==> config.mk <==
export PLATFORM = sky130hd
export DESIGN_NAME = multi_task_leaky_bucket_watchdog_flat
export DESIGN_NICKNAME = d
export VERILOG_FILES = /design/src/design/mtlbw_pkg.sv /design/src/design/mtlbw_if.sv /design/src/design/mtlbw_bucket_upd.sv /design/src/design/multi_task_leaky_bucket_watchdog.sv /design/src/flat_wrapper.sv
export SDC_FILE = /design/constraint.sdc
export NUM_CORES = 1
export LEC_CHECK = 0
export ABC_AREA = 1
export BUFFER_PORTS_ARGS = -buffer_cell sky130_fd_sc_hd__buf_2
export CAP_MARGIN = 20
export CORE_ASPECT_RATIO = 1.25
export CORE_MARGIN = 4
export CORE_UTILIZATION = 24
export CTS_CLUSTER_SIZE = 28
export DETAILED_ROUTE_END_ITERATION = 8
export GPL_ROUTABILITY_DRIVEN = 0
export GPL_TIMING_DRIVEN = 0
export PLACE_DENSITY = 0.34
export SYNTH_ARGS = -nofsm -noshare
export SYNTH_HDL_FRONTEND = slang
export SYNTH_SLANG_ARGS = --single-unit
==> constraint.sdc <==
create_clock -name clk -period 5.2 [get_ports clk]
set_input_delay 1.56 -clock clk [delete_from_list [all_inputs] [get_ports clk]]
set_output_delay 1.56 -clock clk [all_outputs]
set_load 0.01 [all_outputs]
==> src/design/mtlbw_pkg.sv <==
// ----------------------------------------------------------------------------
// mtlbw_pkg: shared definitions for the multi-task leaky bucket watchdog
// Widths, register indexes, reset values and the structs passed between
// the top level and the bucket update unit.
// ----------------------------------------------------------------------------
`default_nettype none

package mtlbw_pkg;

	localparam int TASK_COUNT = 3;
	localparam int TASK_W     = 2;
	localparam int PERIOD_W   = 16;
	localparam int STEP_W     = 7;
	localparam int LEVEL_W    = 16;
	localparam int CFG_IDX_W  = 3;
	localparam int CFG_DATA_W = 16;

	typedef enum logic [CFG_IDX_W-1:0] {
		REG_PERIOD_SLOW = 3'd0,
		REG_PERIOD_MID  = 3'd1,
		REG_PERIOD_FAST = 3'd2,
		REG_BUCKET_MAX  = 3'd3,
		REG_PET_STEP    = 3'd4,
		REG_TICK_STEP   = 3'd5
	} cfg_reg_t;

	typedef enum logic {
		MODE_PET  = 1'b0,
		MODE_TICK = 1'b1
	} evt_mode_t;

	localparam logic [TASK_W-1:0] TASK_SLOW = 2'd0;
	localparam logic [TASK_W-1:0] TASK_MID  = 2'd1;
	localparam logic [TASK_W-1:0] TASK_FAST = 2'd2;

	localparam logic [PERIOD_W-1:0]       PERIOD_SLOW_RST = 16'd1000;
	localparam logic [PERIOD_W-1:0]       PERIOD_MID_RST  = 16'd100;
	localparam logic [PERIOD_W-1:0]       PERIOD_FAST_RST = 16'd1;
	localparam logic [STEP_W-1:0]         BUCKET_MAX_RST  = 7'd5;
	localparam logic [STEP_W-1:0]         PET_STEP_RST    = 7'd2;
	localparam logic [STEP_W-1:0]         TICK_STEP_RST   = 7'd1;
	localparam logic signed [LEVEL_W-1:0] BUCKET_RST      = 16'sd5;
	localparam logic signed [LEVEL_W-1:0] LEVEL_FLOOR     = 16'sh8000;

	// per-task state: prescale counter and signed bucket
	typedef struct packed {
		logic [PERIOD_W-1:0]       counter;
		logic signed [LEVEL_W-1:0] bucket;
	} task_state_t;

	// controls for one update of the addressed task
	typedef struct packed {
		evt_mode_t           mode;
		logic [PERIOD_W-1:0] period;
		logic [STEP_W-1:0]   bucket_max;
		logic [STEP_W-1:0]   pet_step;
		logic [STEP_W-1:0]   tick_step;
	} upd_ctrl_t;

endpackage

`default_nettype wire

==> src/design/mtlbw_if.sv <==
// ----------------------------------------------------------------------------
// mtlbw_if: channel interfaces of the watchdog
// Event input, result output and configuration write channels, each with
// valid/ready and a source and a sink modport.
// ----------------------------------------------------------------------------
`default_nettype none

interface mtlbw_evt_if import mtlbw_pkg::*; ();
	logic              valid;
	logic              ready;
	logic              mode;
	logic [TASK_W-1:0] task_req;

	modport source (output valid, output mode, output task_req, input ready);
	modport sink   (input valid, input mode, input task_req, output ready);
endinterface

interface mtlbw_res_if import mtlbw_pkg::*; ();
	logic                      valid;
	logic                      ready;
	logic                      expired;
	logic [TASK_W-1:0]         recent_task;
	logic [TASK_COUNT-1:0]     expired_mask;
	logic                      expired_now;
	logic signed [LEVEL_W-1:0] bucket_level;

	modport source (output valid, output expired, output recent_task,
		output expired_mask, output expired_now, output bucket_level, input ready);
	modport sink   (input valid, input expired, input recent_task,
		input expired_mask, input expired_now, input bucket_level, output ready);
endinterface

interface mtlbw_cfg_if import mtlbw_pkg::*; ();
	logic                  valid;
	logic                  ready;
	logic [CFG_IDX_W-1:0]  index;
	logic [CFG_DATA_W-1:0] data;

	modport source (output valid, output index, output data, input ready);
	modport sink   (input valid, input index, input data, output ready);
endinterface

`default_nettype wire

==> src/design/mtlbw_bucket_upd.sv <==
// ----------------------------------------------------------------------------
// mtlbw_bucket_upd: next-state logic for one task
// Pet adds with a cap; tick advances the prescaler and, past the period,
// drains the bucket, saturating at the signed floor; flags expiry on a tick.
// ----------------------------------------------------------------------------
`default_nettype none

module mtlbw_bucket_upd import mtlbw_pkg::*; (
	input  upd_ctrl_t   ctrl,
	input  task_state_t cur,
	output task_state_t nxt,
	output logic        expire_now
);

	logic signed [LEVEL_W:0] bucket_x;
	logic signed [LEVEL_W:0] pet_sum;
	logic signed [LEVEL_W:0] cap_x;
	logic signed [LEVEL_W:0] drain;
	logic [PERIOD_W:0]       cnt_inc;
	logic                    elapsed;

	assign bucket_x = {cur.bucket[LEVEL_W-1], cur.bucket};
	assign cap_x    = $signed({{(LEVEL_W+1-STEP_W){1'b0}}, ctrl.bucket_max});
	assign pet_sum  = bucket_x + $signed({{(LEVEL_W+1-STEP_W){1'b0}}, ctrl.pet_step});
	assign drain    = bucket_x - $signed({{(LEVEL_W+1-STEP_W){1'b0}}, ctrl.tick_step});
	assign cnt_inc  = {1'b0, cur.counter} + {{PERIOD_W{1'b0}}, 1'b1};
	assign elapsed  = cnt_inc > {1'b0, ctrl.period};

	always_comb begin
		nxt        = cur;
		expire_now = 1'b0;
		unique case (ctrl.mode)
			MODE_PET: begin
				if (pet_sum > cap_x) begin
					nxt.bucket = cap_x[LEVEL_W-1:0];
				end else begin
					nxt.bucket = pet_sum[LEVEL_W-1:0];
				end
			end
			MODE_TICK: begin
				if (elapsed) begin
					nxt.counter = '0;
					// saturate at the signed floor instead of wrapping
					if (drain < $signed({LEVEL_FLOOR[LEVEL_W-1], LEVEL_FLOOR})) begin
						nxt.bucket = LEVEL_FLOOR;
					end else begin
						nxt.bucket = drain[LEVEL_W-1:0];
					end
				end else begin
					nxt.counter = cnt_inc[PERIOD_W-1:0];
				end
				expire_now = nxt.bucket[LEVEL_W-1] || (nxt.bucket == '0);
			end
			default: begin
				nxt = cur;
			end
		endcase
	end

endmodule

`default_nettype wire

==> src/design/multi_task_leaky_bucket_watchdog.sv <==
// ----------------------------------------------------------------------------
// multi_task_leaky_bucket_watchdog: three-task leaky bucket watchdog
// Pet and tick events per task, with sticky expiry reporting.
// ----------------------------------------------------------------------------
// Each event transaction names a task (0 slow, 1 medium, 2 fast) and either
// pets it (bucket += pet_step, capped at bucket_max) or ticks it (prescale
// counter advances; once it passes the task's period the bucket drops by
// tick_step, floored at -32768, and the counter clears). Every event returns
// exactly one result transaction: the sticky expired flag, the last expired
// task, the sticky per-task mask, whether this tick left the bucket at or
// below zero, and the addressed bucket after the event. Task index 3 changes
// nothing and reports a zero level. The block takes one event per clock
// while the result side is not stalled; each event passes through an input
// register and a result register, and the per-task state is read and written
// as the event leaves the input register, so back-to-back events on the
// same task need no forwarding. Configuration writes are always accepted and
// should only be issued while no event is in flight.
// ----------------------------------------------------------------------------
`default_nettype none

module multi_task_leaky_bucket_watchdog import mtlbw_pkg::*; (
	input  wire           clk,
	input  wire           arst_n,
	mtlbw_evt_if.sink     evt,
	mtlbw_res_if.source   res,
	mtlbw_cfg_if.sink     cfg
);

	// configuration registers
	logic [PERIOD_W-1:0] period_slow_q;
	logic [PERIOD_W-1:0] period_mid_q;
	logic [PERIOD_W-1:0] period_fast_q;
	logic [STEP_W-1:0]   bucket_max_q;
	logic [STEP_W-1:0]   pet_step_q;
	logic [STEP_W-1:0]   tick_step_q;

	// per-task state and sticky status
	task_state_t           state_q [TASK_COUNT];
	logic                  expired_q;
	logic [TASK_W-1:0]     last_expired_q;
	logic [TASK_COUNT-1:0] expired_bits_q;

	// input register
	logic              valid_s1;
	evt_mode_t         mode_s1;
	logic [TASK_W-1:0] task_s1;

	// result register
	logic                      res_valid_q;
	logic                      res_expired_q;
	logic [TASK_W-1:0]         res_task_q;
	logic [TASK_COUNT-1:0]     res_mask_q;
	logic                      res_now_q;
	logic signed [LEVEL_W-1:0] res_level_q;

	logic                  evt_accept;
	logic                  adv_s1;
	logic                  task_ok;
	upd_ctrl_t             ctrl;
	task_state_t           cur_state;
	task_state_t           nxt_state;
	logic                  upd_now;
	logic                  now_s1;
	logic                  expired_nxt;
	logic [TASK_W-1:0]     last_nxt;
	logic [TASK_COUNT-1:0] bits_nxt;
	logic [TASK_COUNT-1:0] task_onehot;

	// handshake: the result register frees the input register
	assign adv_s1     = valid_s1 && (!res_valid_q || res.ready);
	assign evt.ready  = !valid_s1 || adv_s1;
	assign evt_accept = evt.valid && evt.ready;
	assign cfg.ready  = 1'b1;

	// task index 3 is a no-op
	assign task_ok = (task_s1 == TASK_SLOW) || (task_s1 == TASK_MID) ||
		(task_s1 == TASK_FAST);

	always_comb begin
		ctrl.mode       = mode_s1;
		ctrl.bucket_max = bucket_max_q;
		ctrl.pet_step   = pet_step_q;
		ctrl.tick_step  = tick_step_q;
		unique case (task_s1)
			TASK_SLOW: ctrl.period = period_slow_q;
			TASK_MID:  ctrl.period = period_mid_q;
			default:   ctrl.period = period_fast_q;
		endcase
		cur_state = task_ok ? state_q[task_s1] : '0;
	end

	mtlbw_bucket_upd u_upd (
		.ctrl       (ctrl),
		.cur        (cur_state),
		.nxt        (nxt_state),
		.expire_now (upd_now)
	);

	// sticky status after this event
	assign task_onehot = TASK_COUNT'(1) << task_s1;
	assign now_s1      = task_ok && upd_now;
	assign expired_nxt = expired_q || now_s1;
	assign last_nxt    = now_s1 ? task_s1 : last_expired_q;
	assign bits_nxt    = now_s1 ? (expired_bits_q | task_onehot) : expired_bits_q;

	// configuration writes; indexes past the list are dropped
	always_ff @(posedge clk or negedge arst_n) begin
		if (!arst_n) begin
			period_slow_q <= PERIOD_SLOW_RST;
			period_mid_q  <= PERIOD_MID_RST;
			period_fast_q <= PERIOD_FAST_RST;
			bucket_max_q  <= BUCKET_MAX_RST;
			pet_step_q    <= PET_STEP_RST;
			tick_step_q   <= TICK_STEP_RST;
		end else if (cfg.valid && cfg.ready) begin
			unique case (cfg.index)
				REG_PERIOD_SLOW: period_slow_q <= cfg.data;
				REG_PERIOD_MID:  period_mid_q  <= cfg.data;
				REG_PERIOD_FAST: period_fast_q <= cfg.data;
				REG_BUCKET_MAX:  bucket_max_q  <= cfg.data[STEP_W-1:0];
				REG_PET_STEP:    pet_step_q    <= cfg.data[STEP_W-1:0];
				REG_TICK_STEP:   tick_step_q   <= cfg.data[STEP_W-1:0];
				default: begin
				end
			endcase
		end
	end

	// task state and sticky status update as the event leaves the input register
	always_ff @(posedge clk or negedge arst_n) begin
		if (!arst_n) begin
			for (int i = 0; i < TASK_COUNT; i++) begin
				state_q[i].counter <= '0;
				state_q[i].bucket  <= BUCKET_RST;
			end
			expired_q      <= 1'b0;
			last_expired_q <= '0;
			expired_bits_q <= '0;
		end else if (adv_s1 && task_ok) begin
			state_q[task_s1] <= nxt_state;
			expired_q        <= expired_nxt;
			last_expired_q   <= last_nxt;
			expired_bits_q   <= bits_nxt;
		end
	end

	// input register
	always_ff @(posedge clk or negedge arst_n) begin
		if (!arst_n) begin
			valid_s1 <= 1'b0;
		end else if (evt_accept) begin
			valid_s1 <= 1'b1;
		end else if (adv_s1) begin
			valid_s1 <= 1'b0;
		end
	end

	always_ff @(posedge clk) begin
		if (evt_accept) begin
			mode_s1 <= evt_mode_t'(evt.mode);
			task_s1 <= evt.task_req;
		end
	end

	// result register
	always_ff @(posedge clk or negedge arst_n) begin
		if (!arst_n) begin
			res_valid_q <= 1'b0;
		end else if (adv_s1) begin
			res_valid_q <= 1'b1;
		end else if (res.ready) begin
			res_valid_q <= 1'b0;
		end
	end

	always_ff @(posedge clk) begin
		if (adv_s1) begin
			res_expired_q <= expired_nxt;
			res_task_q    <= last_nxt;
			res_mask_q    <= bits_nxt;
			res_now_q     <= now_s1;
			res_level_q   <= task_ok ? nxt_state.bucket : '0;
		end
	end

	assign res.valid        = res_valid_q;
	assign res.expired      = res_expired_q;
	assign res.recent_task  = res_task_q;
	assign res.expired_mask = res_mask_q;
	assign res.expired_now  = res_now_q;
	assign res.bucket_level = res_level_q;

	// the expired mask never loses a bit
	assert property (@(posedge clk) disable iff (!arst_n)
		(expired_bits_q & $past(expired_bits_q)) == $past(expired_bits_q))
		else $error("sticky expired mask lost a bit");

	// an expiry reported now shows up in the flag and in the mask for its task
	assert property (@(posedge clk) disable iff (!arst_n)
		(res.valid && res.expired_now) |->
		(res.expired && (((res.expired_mask >> res.recent_task) & 3'd1) == 3'd1)))
		else $error("expiry not reflected in sticky status");

	// no bucket ever rises above the largest cap
	assert property (@(posedge clk) disable iff (!arst_n)
		res.valid |-> (res.bucket_level <= 16'sd127))
		else $error("bucket level above cap range");

	// sticky status only moves when an event leaves the input register
	assert property (@(posedge clk) disable iff (!arst_n)
		!$past(adv_s1) |-> ($stable(expired_bits_q) && $stable(expired_q)))
		else $error("status changed without an event");

endmodule

`default_nettype wire
==> src/flat_wrapper.sv <==
// flat-port wrapper written by rule: the top's interface ports become plain ports
module multi_task_leaky_bucket_watchdog_flat import mtlbw_pkg::*;
  (clk, arst_n, evt_valid, evt_mode, evt_task_req, evt_ready, res_valid, res_expired, res_recent_task, res_expired_mask, res_expired_now, res_bucket_level, res_ready, cfg_valid, cfg_index, cfg_data, cfg_ready);
  mtlbw_evt_if evt_i ();
  mtlbw_res_if res_i ();
  mtlbw_cfg_if cfg_i ();
  input  wire clk;
  input  wire arst_n;
  input wire logic [$bits(evt_i.valid)-1:0] evt_valid;
  input wire logic [$bits(evt_i.mode)-1:0] evt_mode;
  input wire logic [$bits(evt_i.task_req)-1:0] evt_task_req;
  output wire logic [$bits(evt_i.ready)-1:0] evt_ready;
  output wire logic [$bits(res_i.valid)-1:0] res_valid;
  output wire logic [$bits(res_i.expired)-1:0] res_expired;
  output wire logic [$bits(res_i.recent_task)-1:0] res_recent_task;
  output wire logic [$bits(res_i.expired_mask)-1:0] res_expired_mask;
  output wire logic [$bits(res_i.expired_now)-1:0] res_expired_now;
  output wire logic [$bits(res_i.bucket_level)-1:0] res_bucket_level;
  input wire logic [$bits(res_i.ready)-1:0] res_ready;
  input wire logic [$bits(cfg_i.valid)-1:0] cfg_valid;
  input wire logic [$bits(cfg_i.index)-1:0] cfg_index;
  input wire logic [$bits(cfg_i.data)-1:0] cfg_data;
  output wire logic [$bits(cfg_i.ready)-1:0] cfg_ready;
  assign evt_i.valid = evt_valid;
  assign evt_i.mode = evt_mode;
  assign evt_i.task_req = evt_task_req;
  assign evt_ready = evt_i.ready;
  assign res_valid = res_i.valid;
  assign res_expired = res_i.expired;
  assign res_recent_task = res_i.recent_task;
  assign res_expired_mask = res_i.expired_mask;
  assign res_expired_now = res_i.expired_now;
  assign res_bucket_level = res_i.bucket_level;
  assign res_i.ready = res_ready;
  assign cfg_i.valid = cfg_valid;
  assign cfg_i.index = cfg_index;
  assign cfg_i.data = cfg_data;
  assign cfg_ready = cfg_i.ready;
  multi_task_leaky_bucket_watchdog u_core (.clk(clk), .arst_n(arst_n), .evt(evt_i), .res(res_i), .cfg(cfg_i));
endmodule
* Yosys cells after proc, flatten, opt, wreduce, memory -nomap -nowiden
Index checks and enable logic that the tools add are counted.
** Word-level totals
- Logic and storage cells :: 89
- Bits in registers :: 199
- Output and inout port bits :: 26
- Bits of input ports :: 27
** Cells by class
- Shifts and indexed selects :: 1
- Reductions and logical operators :: 24
- Muxes and demuxes :: 22
- Equality and inequality tests :: 7
- $add $sub $neg :: 3
- $lt $le $gt $ge :: 5
- Bitwise logic cells :: 3
** Operator list (count)
- 32-bit two-way mux :: 4
- 96-bit bitwise mux :: 1
- 16-bit two-way mux :: 6
- 32-bit binary-select mux with 2-bit select :: 1
- 32-bit demux with 2-bit select :: 1
- 16-bit one-hot mux with 2 select lines :: 2
- 16-bit by 1-bit adder with 17-bit output (second input constant) :: 1
- 16-bit by 8-bit adder with 17-bit output :: 1
- 17-bit by 16-bit > comparator with 1-bit output :: 1
- 17-bit by 8-bit > comparator with 1-bit output :: 1
- 17-bit by 16-bit less-than comparator with 1-bit output (second input constant) :: 1
- 16-bit by 8-bit subtractor with 17-bit output :: 1
- 16-bit logical NOT :: 1
- 2-bit AND reduction :: 6
- 3-bit by 2-bit equality test with 1-bit output (second input constant) :: 2
- 3-bit equality test (second input constant) :: 2
- 1-bit logical OR :: 6
- 1-bit logical AND :: 5
- 1-bit two-way mux :: 5
- 2-bit nonzero test :: 2
- 3-bit by 1-bit equality test with 1-bit output (second input constant) :: 1
- 3-bit greater-or-equal comparator (second input constant) :: 1
- 3-bit logical NOT :: 1
- 3-bit by 1-bit less-than comparator with 1-bit output (second input constant) :: 1
- other kinds (10) :: 11

* Depth between registers and ports, before layout
- Word-level depth :: 15
- Gate-level depth with buffers :: 40
- Depth with buffers taken out :: 38

* By module
Synthesis repeated with hierarchy kept, for this count alone.
** Second synthesis, totals
- Cell total of the unflattened synthesis :: 1590
- Area total of the unflattened synthesis :: 11539.8 sq um
** By module, submodules not included
- multi_task_leaky_bucket_watchdog :: sequential area each 5134.9 sq um, instances 1, area an instance 8406.8 sq um, cells each 1008
- mtlbw_bucket_upd :: sequential area each 0.0 sq um, instances 1, area an instance 3133.0 sq um, cells each 582

* Least setup slack after synthesis
OpenSTA, ideal clock, no wires.
- Path type :: flip-flop to flip-flop
- Start point :: register u_core.task_s1[1]
- End point :: register u_core.res_level_q[7] (netlist: u_core.res.bucket_level[7]), data pin
- Period minus slack after synthesis :: 4.204 ns
- Data required time :: 5.060 ns
- Setup slack :: 0.996 ns
- Library setup time :: 0.140 ns
- Arrival :: 4.064 ns
- Cell stages (with the launch flop) :: 31
- Cell sequence :: edfxtp_1 buf_6 nor2_2 buf_4 buf_6 clkbuf_1 a22oi_1 and2_1 inv_1 ha_1 inv_1 fa_1 inv_1 a31oi_1 o21ai_0 xor2_1 ha_1 nand2_1 inv_1 nand2_1 nand3_1 o21ai_0 nand2_1 nor2_1 nand2_2 nand2_2 buf_6 nand3_1 o21ai_2 inv_2 nor2_1
** On the way
- Longest elaborated chain between the ends :: 11
- Elaborated cells between the ends (all ways) :: 22
- Classes of those cells :: add/sub: 3; order compare: 3; eq/ne: 2; mux: 10; bitwise: 1; reduce/logical: 3
** RTL lines
- start: declaration :: RTL line multi_task_leaky_bucket_watchdog.sv:46 : logic [TASK_W-1:0] task_s1;
- start signal: assignment :: RTL line multi_task_leaky_bucket_watchdog.sv:161 : task_s1 <= evt.task_req;
- 2-bit NOT with 3-bit output (not written as such) :: RTL line multi_task_leaky_bucket_watchdog.sv:89 : cur_state = task_ok ? state_q[task_s1] : '0;
- 32-bit binary-select mux with 2-bit select :: RTL line multi_task_leaky_bucket_watchdog.sv:89
- 32-bit two-way mux (not written as such) (2 in series) :: RTL line multi_task_leaky_bucket_watchdog.sv:89
- 32-bit two-way mux :: RTL line multi_task_leaky_bucket_watchdog.sv:89
- 16-bit by 8-bit subtractor with 17-bit output :: RTL line mtlbw_bucket_upd.sv:25 : assign drain = bucket_x - $signed({{(LEVEL_W+1-STEP_W){1'b0}}, ctrl.tick_step});
- 17-bit by 16-bit less-than comparator with 1-bit output :: RTL line mtlbw_bucket_upd.sv:44 : if (drain < $signed({LEVEL_FLOOR[LEVEL_W-1], LEVEL_FLOOR})) begin
- 16-bit two-way mux :: RTL line mtlbw_bucket_upd.sv:44
- 16-bit two-way mux :: RTL line mtlbw_bucket_upd.sv:41 : if (elapsed) begin
- 16-bit two-way mux :: RTL line mtlbw_bucket_upd.sv:32 : unique case (ctrl.mode)
- 16-bit one-hot mux with 2 select lines :: RTL line mtlbw_bucket_upd.sv:32
- end signal: assignment :: RTL line multi_task_leaky_bucket_watchdog.sv:182 : res_level_q <= task_ok ? nxt_state.bucket : '0;
- end: declaration :: RTL line multi_task_leaky_bucket_watchdog.sv:54 : logic signed [LEVEL_W-1:0] res_level_q;
Parallel ways exist; a longest one is shown, timed or not. The select of a mux whose other input is x is not followed.
A chain may end at the register's enable or synchronous reset.

* Worst setup path after layout
- Start point :: register u_core.task_s1[0]
- End point :: register u_core.res_level_q[10] (netlist: u_core.res.bucket_level[10]), data pin
The elaborated chain is that of the path after synthesis.

==> results by group <==
Timing
  – Max-slew violations: 0
  – Final hold violations: 0
  – Max Fclk: 0.205 GHz
  – Hold Slack: 453 ps
  – Clock skew: 16.9 ps
  – Slew @ Worst Pin: 918 ps
  – Post-route clock period utilization: 94.0%
  – Crit path time final: 4890 ps
  – Slew HR: 38.7%
  – Final setup vio count: 0
  – Final WS setup: 310 ps

Die
  – Die height: 247 µm
  – Top-level port count: 53
  – Row count: 87
  – Die area: 49300 µm²
  – Area of the core: 45200 µm²
  – Initial core utilization: 24.3%
  – Die width: 199 µm

Power and ir drop
  – Total power: 6.19 mW
  – P_leak: 6.06 nW
  – Logic gate share of total power: 41.8%
  – Cell Pwr Density: 484 nW/µm²
  – Switching portion of total power: 42.1%
  – Clock group share of total power: 21.7%
  – Internal power: 3.58 mW
  – Seq pwr share: 36.5%
  – Psw: 2.61 mW
  – Peak VDD IR: 0.259 mV

Logic synthesis
  – EDFF count, synth: 26
  – Post-synth ARST share: 86.9%
  – Synth cell count leaders: nand2_1 (436), dfrtp_1 (153), inv_1 (135)
  – Synth Net Count: 1443
  – Synth Cell Area: 11000 µm²
  – Largest area contributor in the netlist: dfrtp_1
  – Synth top area share: 34.8%
  – YS warnings: 0
  – Top_reg_cell synth: dfrtp_1
  – FF+latch count, synth: 199
  – Syn avg cell area: 7.99 µm²
  – Count leader, synth: nand2_1
  – Post-synthesis instance total: 1376
  – Seq/Total Area, Yosys: 46.7%
  – Synth area leaders: dfrtp_1 (35%), nand2_1 (15%), edfxtp_1 (7.1%), o21ai_0 (5.6%), dfstp_2 (4.8%)
  – Unique masters post-synth: 53

Placement
  – HPWL Detailed: 28.1 mm
  – Worst slack at placement: -670 ps
  – Post-DP Area: 12000 µm²
  – Buffers on Ports: 51

Run status
  – Status: completed

Clock network
  – Clk Latency, worst-skew pair: 470 ps
  – Clock buffer depth: 2
  – CTS HTree Levels: 4
  – TritonCTS Buffers: 17
  – Root buffer cell: clkbuf_16
  – CTS tree: yes
  – Clock sinks: 199
  – CTS clk-pin slew, worst paths: 80 ps

Critical path
  – Slowest cell delay on critical path: 390 ps
  – Startpoint class of the critical path: register
  – Kind of cell adding the most delay to the critical path: simple AND/OR/NAND/NOR gates
  – CP arrival: 5160 ps
  – Worst Path Required: 5470 ps
  – CP max FO: 10
  – Buf+Inv Stages, Crit Path: 8
  – Worst Setup End Kind: register
  – Most Frequent Cell on Critical Path: nand2_1
  – Slowest cell on the critical path: fa_1
  – Crit path kind: register to register

Global route
  – Largest net degree at the start of global routing: 103
  – Vias in the first global route: 9195
  – Gr usage total: 15.4%
  – Total gr overflow: 0
  – Wire length of the first global-routing pass: 57.4 mm
  – Initial antenna violation count: 0

Finish
  – Final instance area: 12800 µm²
  – Proportion of layout cells with a drive suffix above 1: 13.8%
  – Ant diodes: 0
  – Area Overhead vs Synth: 16.2%
  – Nets@finish: 1521

Routing
  – Post-route ant nets: 0
  – WL final: 37.4 mm
  – Routed len/inst: 18.3 µm
  – Remaining DRCs: 0
  – Number of DRC markers in iteration 0: 698
  – DRT Pass-1 Iters: 5
  – Detailed-route vias per instance: 4.52
  – Total number of vias: 9235

Run
  – Max Cap Viol: 0

Hold path
  – Worst hold-check path type: register to register
==> state kept, by name, summed over array words and instances, names as in the netlist, 2 cells and up <==
register / flops
u_core.res.recent_task: 2
u_core.bucket_max_q: 7
u_core.pet_step_q: 7
u_core.res.bucket_level: 16
u_core.res.expired_mask: 3
u_core.period_mid_q: 16
u_core.task_s1: 2
u_core.state_q: 96
u_core.expired_bits_q: 3
u_core.tick_step_q: 7
u_core.period_fast_q: 16
u_core.last_expired_q: 2
u_core.period_slow_q: 16
==> cells by family after synthesis <==
kind of cell / Yosys count / share of synthesized area, %
AO/OA/AOI/OAI: 252 / 13.4
other: 1 / 0.0341
buffers and inverters: 201 / 7.62
flip-flops: 199 / 46.7
adder cells (fa/ha/maj): 40 / 4.69
AND/OR/NAND/NOR: 649 / 24.9
XOR/XNOR: 34 / 2.71
==> placed cells by master (no fill, tap or decap), types with 18 or more instances in the layout <==
| cell type | netlist | final |
|---|---|---|
| a21oi_1 | 27 | 25 |
| buf_2 | 2 | 51 |
| clkbuf_1 | 37 | 36 |
| dfrtp_1 | 153 | 153 |
| dfstp_2 | 20 | 20 |
| edfxtp_1 | 26 | 26 |
| ha_1 | 38 | 38 |
| inv_1 | 135 | 135 |
| nand2_1 | 436 | 432 |
| nand3_1 | 62 | 60 |
| nor2_1 | 87 | 84 |
| o21ai_0 | 123 | 115 |
| o21ai_1 | 25 | 33 |
| o22ai_1 | 18 | 18 |
| xor2_1 | 27 | 24 |
==> power groups by stage <==
stage / Combinational, mW / Clock, mW / Sequential [mW]
6_report: 2.59 / 1.34 / 2.26
5_1_grt: 2.95 / 1.45 / 2.31
4_1_cts: 2.57 / 1.39 / 2.26
3_5_place_dp: 2.54 / 0 / 2.28
3_3_place_gp: 2.53 / 0 / 2.28
2_1_floorplan: 1.79 / 0 / 2.25
==> routing by layer <==
layer  track usage (%)  share of wire (%)  up-vias
met4              4.30                2.0        0
met3              2.40                2.7       25
li1                  -                  -     4620
met2              25.5                 48      139
met1              21.1                 48     4451
met5                 0                  0        -
==> per-stage QoR <==
stage | TNS, ps | std cells | utilization, %
after floorplan | 0 | 1376 | -
after global placement | -163440 | 2005 | 26.5
after detailed placement | -48490 | 2006 | 26.6
after CTS | -11.2 | 2039 | 28.0
after global routing | -234 | 2045 | 28.3
final | 0 | 2045 | 28.3
==> final cells by class <==
class,instances,area (µm²)
Timing Repair Buffer,60,353
Clock inverter,15,135
Buffer,54,313
Multi-Input combinational cell,976,5140
Fill cell,4913,32400
Clock buffer,17,425
Inverter,146,553
Sequential cell,199,5130
Tap cell,578,723
==> timing repair <==
item,in CTS,in global routing
setup buffers,1,7
resized for setup,17,26
pin swaps,0,7
hold buffers,0,0
endpoints found under the setup margin,125,101
==> path summary, 6_finish.rpt <==
path | startpoint | to | slack (ps) | depth (start not counted)
setup / recovery | u_core.task_s1[0] | u_core.res.bucket_level[10] | 310 | 29
max in group asynchronous | arst_n | u_core.state_q[36] | 3140 | 2
min in group asynchronous | arst_n | u_core.period_fast_q[10] | 1060 | 1
hold reg to reg | u_core.expired_bits_q[0] | u_core.expired_bits_q[0] | 450 | 2
setup reg to reg | u_core.task_s1[0] | u_core.res.bucket_level[10] | 310 | 29
hold / removal | u_core.expired_bits_q[0] | u_core.expired_bits_q[0] | 450 | 2
==> tightest hold or removal path, stage by stage (launching register included) <==
cell and delay [ps]:
dfrtp_1 330, inv_1 50, nand2_1 50
Note: power is estimated with default switching activity, not from simulation.
